--- src/rtl/rpn_pkg.sv ---
`timescale 1ns / 1ps
// ----------------------------------------------------------------------------
// rpn_pkg: shared types and constants of the RPN expression evaluator
// Token kinds, status codes and stack sizing.
// ----------------------------------------------------------------------------
package rpn_pkg;

  localparam int STACK_DEPTH = 64;
  localparam int SP_W = $clog2(STACK_DEPTH + 1);
  localparam int ADDR_W = $clog2(STACK_DEPTH);

  typedef enum logic [3:0] {
    K_PUSH = 4'd0, K_ADD = 4'd1, K_SUB = 4'd2, K_MUL = 4'd3, K_DIV = 4'd4,
    K_NEG = 4'd5, K_IF = 4'd6, K_MIN = 4'd7, K_MAX = 4'd8
  } kind_t;

  localparam logic [1:0] ST_OK = 2'd0;
  localparam logic [1:0] ST_DIV0 = 2'd1;
  localparam logic [1:0] ST_STACK = 2'd2;

endpackage

--- src/rtl/rpn_expression_evaluator.sv ---
`timescale 1ns / 1ps
// Division uses a 32-step bit-serial divider.
// One token at a time; the rate is set by one stack read per cycle and the
// bit-serial divider. A result beat is valid the cycle after the final token's emit.
// Output is a one-entry register: next token is taken while a result waits.
// Reset (rst_n low, synchronous) empties the stack and clears the fault;
// stack memory contents are not cleared.
// ----------------------------------------------------------------------------
// rpn_expression_evaluator: postfix evaluator on a memory-held operand stack
// Sequencer reads operands from stack RAM, computes, writes the result back.
// ----------------------------------------------------------------------------
module rpn_expression_evaluator
  import rpn_pkg::*;
(
  input  logic        clk,
  input  logic        rst_n,
  input  logic        in_tvalid,
  output logic        in_tready,
  input  logic [47:0] in_tdata,  // [3:0] kind, [35:4] operand, [42:36] arg_count
  input  logic        in_tlast,  // last_token
  output logic        out_tvalid,
  input  logic        out_tready,
  output logic [39:0] out_tdata  // [31:0] result_value, [33:32] status
);

  typedef enum logic [2:0] {S_IDLE, S_RD, S_CMP, S_DIV, S_WR, S_EMIT} state_t;

  state_t            state_r;
  logic [31:0]       mem [STACK_DEPTH];
  logic [31:0]       rdata_r;
  logic [SP_W-1:0]   sp_r;
  logic [1:0]        fault_r;
  logic [3:0]        kind_r;
  logic [6:0]        cnt_r;    // reads issued
  logic [6:0]        rcv_r;    // reads returned
  logic [6:0]        k_r;
  logic              last_r;
  logic [31:0]       a_r, b_r, c_r;
  logic [SP_W-1:0]   nsp_r;
  logic [31:0]       wval_r;
  logic [31:0]       q_r, rem_r, dvs_r;
  logic [5:0]        dstep_r;
  logic              dneg_r;
  logic              ovalid_r;
  logic [31:0]       oval_r;
  logic [1:0]        ost_r;
  logic [31:0]       top_r;
  logic              re_r;
  logic [ADDR_W-1:0] raddr;
  logic              re;
  logic              we;
  logic [ADDR_W-1:0] waddr;
  logic [3:0]        ikind;
  logic [6:0]        ik;
  logic              need_fault;
  logic [SP_W:0]     need;
  logic [32:0]       dtrial;

  assign ikind = in_tdata[3:0];
  assign ik = in_tdata[42:36];
  assign in_tready = (state_r == S_IDLE) && !(last_r && ovalid_r);
  assign out_tvalid = ovalid_r;
  assign out_tdata = {6'd0, ost_r, oval_r};

  // operands needed by the incoming token
  always_comb begin
    unique case (ikind)
      K_ADD, K_SUB, K_MUL, K_DIV: need = (SP_W+1)'(2);
      K_NEG: need = (SP_W+1)'(1);
      K_IF: need = (SP_W+1)'(3);
      K_MIN, K_MAX: need = (SP_W+1)'(ik);
      default: need = '0;
    endcase
    if (ikind == K_PUSH)
      need_fault = (sp_r >= SP_W'(STACK_DEPTH));
    else if (ikind == K_MIN || ikind == K_MAX)
      need_fault = (ik == 7'd0) || (need > {1'b0, sp_r});
    else
      need_fault = (need > {1'b0, sp_r});
  end

  // read address walks up from the deepest operand to the top
  assign re = (state_r == S_RD) && (cnt_r < k_r);
  assign raddr = ADDR_W'(sp_r - SP_W'(k_r) + SP_W'(cnt_r));

  // stack memory, one read and one write port, registered read
  always_ff @(posedge clk) begin
    if (we) mem[waddr] <= wval_r;
    if (re) rdata_r <= mem[raddr];
  end
  assign we = (state_r == S_WR);
  assign waddr = ADDR_W'(nsp_r - SP_W'(1));

  assign dtrial = {rem_r, a_r[31]} - {1'b0, dvs_r};

  // main sequencer
  always_ff @(posedge clk) begin
    if (!rst_n) begin
      state_r <= S_IDLE;
      sp_r <= '0;
      fault_r <= ST_OK;
      ovalid_r <= 1'b0;
      last_r <= 1'b0;
      re_r <= 1'b0;
    end else begin
      re_r <= re;
      if (ovalid_r && out_tready && !(state_r == S_EMIT && last_r)) ovalid_r <= 1'b0;
      unique case (state_r)
        S_IDLE: begin
          if (in_tvalid && in_tready) begin
            kind_r <= ikind;
            last_r <= in_tlast;
            cnt_r <= '0;
            rcv_r <= '0;
            k_r <= need[6:0];
            if (fault_r != ST_OK || ikind > K_MAX) begin
              state_r <= S_EMIT;
            end else if (need_fault) begin
              fault_r <= ST_STACK;
              state_r <= S_EMIT;
            end else if (ikind == K_PUSH) begin
              wval_r <= in_tdata[35:4];
              nsp_r <= sp_r + SP_W'(1);
              state_r <= S_WR;
            end else begin
              state_r <= S_RD;
            end
          end
        end
        S_RD: begin
          if (re) cnt_r <= cnt_r + 7'd1;
          if (re_r) begin
            rcv_r <= rcv_r + 7'd1;
            // shift in: c=top, b=next, a=third; min/max folds into c
            if (kind_r == K_MIN || kind_r == K_MAX) begin
              if (rcv_r == 7'd0) c_r <= rdata_r;
              else if ((kind_r == K_MIN) ? ($signed(rdata_r) < $signed(c_r))
                                         : ($signed(c_r) < $signed(rdata_r)))
                c_r <= rdata_r;
            end else begin
              c_r <= rdata_r;
              b_r <= c_r;
              a_r <= b_r;
            end
            if (rcv_r + 7'd1 == k_r) state_r <= S_CMP;
          end
        end
        S_CMP: begin
          // registers: top in c, second in b, third in a
          nsp_r <= sp_r - SP_W'(k_r) + SP_W'(1);
          state_r <= S_WR;
          unique case (kind_r)
            K_ADD: wval_r <= b_r + c_r;
            K_SUB: wval_r <= b_r - c_r;
            K_MUL: wval_r <= b_r * c_r;
            K_NEG: wval_r <= 32'd0 - c_r;
            K_IF: wval_r <= ($signed(a_r) > 0) ? b_r : c_r;
            K_DIV: begin
              if (c_r == 32'd0) begin
                fault_r <= ST_DIV0;
                state_r <= S_EMIT;
              end else begin
                a_r <= b_r[31] ? 32'd0 - b_r : b_r;
                dvs_r <= c_r[31] ? 32'd0 - c_r : c_r;
                dneg_r <= b_r[31] ^ c_r[31];
                rem_r <= '0;
                q_r <= '0;
                dstep_r <= '0;
                state_r <= S_DIV;
              end
            end
            default: wval_r <= c_r;
          endcase
        end
        S_DIV: begin
          // restoring division, one quotient bit per cycle
          a_r <= {a_r[30:0], 1'b0};
          if (!dtrial[32]) begin
            rem_r <= dtrial[31:0];
            q_r <= {q_r[30:0], 1'b1};
          end else begin
            rem_r <= {rem_r[30:0], a_r[31]};
            q_r <= {q_r[30:0], 1'b0};
          end
          dstep_r <= dstep_r + 6'd1;
          if (dstep_r == 6'd31) begin
            wval_r <= dneg_r ? 32'd0 - {q_r[30:0], !dtrial[32]}
                             : {q_r[30:0], !dtrial[32]};
            state_r <= S_WR;
          end
        end
        S_WR: begin
          sp_r <= nsp_r;
          c_r <= wval_r;
          state_r <= S_EMIT;
        end
        S_EMIT: begin
          if (!last_r) begin
            state_r <= S_IDLE;
          end else if (!ovalid_r || out_tready) begin
            ovalid_r <= 1'b1;
            if (fault_r != ST_OK) begin
              oval_r <= '0;
              ost_r <= fault_r;
            end else if (sp_r == '0) begin
              oval_r <= '0;
              ost_r <= ST_STACK;
            end else begin
              oval_r <= top_r;
              ost_r <= ST_OK;
            end
            sp_r <= '0;
            fault_r <= ST_OK;
            last_r <= 1'b0;
            state_r <= S_IDLE;
          end
        end
        default: state_r <= S_IDLE;
      endcase
    end
  end

  // shadow of the top entry, kept so the final beat needs no extra read
  always_ff @(posedge clk) begin
    if (state_r == S_WR) top_r <= wval_r;
  end

  // assertions
  a_sp_range: assert property (@(posedge clk) disable iff (!rst_n)
    sp_r <= SP_W'(STACK_DEPTH)) else $error("stack pointer out of range");
  a_ready_idle: assert property (@(posedge clk) disable iff (!rst_n)
    in_tready |-> state_r == S_IDLE) else $error("ready outside idle");
  a_emit_clear: assert property (@(posedge clk) disable iff (!rst_n)
    (state_r == S_EMIT && last_r && (!ovalid_r || out_tready)) |=>
      (sp_r == '0 && fault_r == ST_OK && out_tvalid)) else $error("end not cleared");
  a_div_len: assert property (@(posedge clk) disable iff (!rst_n)
    state_r == S_DIV |-> dstep_r < 6'd32) else $error("divider overrun");

endmodule
--- config.mk ---
export PLATFORM = sky130hd
export DESIGN_NAME = rpn_expression_evaluator
export DESIGN_NICKNAME = d
export VERILOG_FILES = /design/src/rtl/rpn_pkg.sv /design/src/rtl/rpn_expression_evaluator.sv
export SDC_FILE = /design/constraint.sdc
export NUM_CORES = 2
export LEC_CHECK = 0
export BUFFER_PORTS_ARGS = -buffer_cell sky130_fd_sc_hd__buf_2
export CAP_MARGIN = 0
export CORE_UTILIZATION = 58
export CTS_CLUSTER_SIZE = 24
export DETAILED_ROUTE_END_ITERATION = 16
export GPL_ROUTABILITY_DRIVEN = 1
export HOLD_SLACK_MARGIN = 0.1
export PLACE_DENSITY = 0.77
export SYNTH_ARGS = -nofsm -noshare
export SYNTH_HDL_FRONTEND = slang
export SYNTH_SLANG_ARGS = --single-unit
--- constraint.sdc ---
create_clock -name clk -period 7.9 [get_ports clk]
set_input_delay 0 -clock clk [delete_from_list [all_inputs] [get_ports clk]]
set_output_delay 0 -clock clk [all_outputs]
set_load 0.01 [all_outputs]
==> impl_metrics.tcl <==
set metrics [dict create \
    status "finished clean" \
    ys_ff_latch 2423 \
    max_cap_violations 0 \
    portBuffers 83 \
    finalNetCount 8171 \
    ys_seq_area_frac 0.6189 \
    start_util 0.5858 \
    numCtsBuffers 224 \
    fin_crit_sh 0.9720 \
    drt_iter0_drc 9861 \
    antenna_found_initial 19 \
    final_cell_area_sq_mm 0.1309 \
    die_area_sq_mm 0.2041 \
    cp-start-kind "flop" \
    num_vias 69280 \
    crit_buf_inv 5 \
    postSynthAreaPerCell_sq_um 16.28 \
    placed_cells 9808 \
    yosysUniqueCellTypes 78 \
    drc 0 \
    path_delay_family "adder cells" \
    r2r_end "wval_r[28]$_DFFE_PP_" \
    cpMostUsedCell "fa_1" \
    hold_path_class "in2reg" \
    dieWidth_um 451.8 \
    grt_max_degree 125 \
    synthCells 7206 \
    hold_start "in_tdata[26]" \
    r2r_start "c_r[4]$_DFFE_PP_" \
    clock-skew-final_ps 92.17 \
    crit_path_top_delay_cell "fa_1" \
    crit_type "reg2reg" \
    tightestPinTransition_ps 1280 \
    maxSlewViolCount 0 \
    grt_use_total 0.3384 \
    crit_fanout 16 \
    synth_top_flop_cell "edfxtp_1" \
    totalWireLength_um 342200 \
    cts_sinks 2423 \
    synth_warnings 0 \
    avgViaCountPerCell 6.714 \
    htreeDepth 4 \
    rows 164 \
    ant_nets 0 \
    dr.pass1.iters 9 \
    layout-drive-gt1-share 0.1916 \
    finalSetupViolations 0 \
    period_minus_slack_ps 7679 \
    core-area_sq_mm 0.2003 \
    final_cell_mix "edfxtp_1, mux4_2, inv_1" \
    seq_area_sq_mm 0.07261 \
    io-pin-count 95 \
    fillCellCount 13190 \
    r2r_slack_ps 220 \
    grt_pass1_vias 71150 \
    arrival_ps 8350 \
    cp.required_ps 8570 \
    final_cells 10320 \
    rsz0062_at_grt "no" \
    crit_chain "buf_4 > buf_4 > and2_1 > fa_1 > inv_1 > fa_1 > fa_1 > fa_1 > inv_1 > fa_1 > fa_1 > fa_1 > fa_1 > ha_1 > and4_1 > and4_1 > a221o_1 > o311ai_1 > buf_4 > nand4_1 > and3_1 > o311a_1 > o22ai_1" \
    slew_headroom 0.1413 \
    synth_edf_count 2408 \
    timing.fmax_mhz 130.2 \
    min_path_cells 4 \
    grt_overflow 0 \
    areaGrowthSynthToFinish_pct 11.54 \
    finalHoldViolCount 0 \
    post-dp-hpwl_um 195700 \
    netlist_area_sq_mm 0.1173 \
    cpPeakStageDelay_ps 570 \
    tns_ps 0 \
    cts_tree "done" \
    grt_pass1_wl_um 491500 \
    cts_root_buf "clkbuf_16" \
    async_reset_ff_frac 0 \
    die_h_um 451.8 \
    clock_path_buffers 3 \
    path_clk_slew_ps 70 \
    utilization 0.6535 \
    multiInputGateArea_sq_mm 0.04189 \
    layout_commonest_cell "edfxtp_1" \
    cp-end-kind "flop" \
    clk_latency_ps 900 \
    r2r_cells 23 \
    wire_per_inst_um 33.17 \
    place.gp.congestion 0.9626 \
    worstHoldEndpoint "wval_r[22]$_DFFE_PP_" \
    dpl_cell_area_sq_mm 0.1224 \
]
## tightest hold or removal path: cells and delay by family
family / cells / cell delay (ps)
AO/OA/AOI/OAI: 2 / 180
buffers and inverters: 2 / 680
## synthesized netlist by cell type, drive strengths merged (62+ instances only)
| library cell | n | area [sq um] |
|---|---|---|
| a21oi | 204 | 1021 |
| clkbuf | 342 | 1284 |
| mux2i | 86 | 860.8 |
| and3 | 76 | 475.5 |
| buf | 79 | 331.6 |
| mux4 | 640 | 14410 |
| o21ai | 182 | 910.9 |
| xnor2 | 181 | 1585 |
| and2 | 319 | 1996 |
| nor2 | 241 | 904.6 |
| edfxtp | 2408 | 72310 |
| xor2 | 97 | 849.6 |
| fa | 412 | 8248 |
| inv | 503 | 1888 |
| ha | 252 | 3153 |
| nand2 | 451 | 1693 |
| a211oi | 62 | 465.5 |
## repair_timing
item | in CTS | in global routing
resized for setup | 0 | 7
hold buffers | 71 | 0
endpoints found under the hold margin | 221 | 0
setup buffers | 0 | 5
setup endpoints to repair | 0 | 6
## worst max-delay path by stage
stage                           endpoint               from  slack, ps  cells after the start
floorplan           wval_r[28]$_DFFE_PP_   c_r[4]$_DFFE_PP_        180                     27
global placement    wval_r[31]$_DFFE_PP_  b_r[14]$_DFFE_PP_        190                     25
detailed placement  wval_r[31]$_DFFE_PP_   c_r[3]$_DFFE_PP_        160                     25
CTS                 wval_r[28]$_DFFE_PP_   b_r[7]$_DFFE_PP_        120                     24
global route        wval_r[27]$_DFFE_PP_   c_r[5]$_DFFE_PP_         20                     25
finish              wval_r[28]$_DFFE_PP_   c_r[4]$_DFFE_PP_        220                     23
## registers in the layout (all words and copies together) (netlist names), 31 cells and up
register	flops
mem	2048
a_r	32
b_r	32
c_r	32
dvs_r	32
oval_r	32
rdata_r	32
rem_r	32
top_r	32
wval_r	32
q_r	31
## layer usage
metal / global-route usage / vias to the layer above / part of all wire
li1: - / 27780 / -
met1: 0.4252 / 35190 / 0.34
met2: 0.5438 / 5102 / 0.48
met3: 0.07245 / 1204 / 0.12
met4: 0.2053 / 6 / 0.073
met5: 0 / - / 0.00013
## per-stage QoR
step           hold WS, ps  setup slack, ps
2_1_floorplan        98.87            176.5
3_5_place_dp         274.1            160.0
4_1_cts              100.5            118.3
5_1_grt              171.7            22.05
6_report             151.0            221.4
3_3_place_gp         259.9            185.6
## cells by family after synthesis
logic type / count (synthesis) / share of synthesized area
buffers and inverters: 925 / 0.02989
adders and majority gates: 664 / 0.09717
AOI/OAI and AO/OA: 785 / 0.04306
muxes: 729 / 0.1305
and+or+nand+nor: 1401 / 0.05975
xor gates and xnor gates: 278 / 0.02075
DFF: 2423 / 0.6189
other: 1 / 0.00003196
## area by class of cell
cell class / instances / area share
diodes: 11 / 0.0002103
clock buffers: 257 / 0.04401
clock inverters: 167 / 0.01466
inverters: 504 / 0.01446
multi-input cells: 3863 / 0.3201
flip-flops and latches: 2423 / 0.5548
well taps: 2656 / 0.02539
repair buffers: 438 / 0.02636
Power is not shown: default switching activity piles up to over one toggle a cycle in this logic, so the estimate is an artifact.
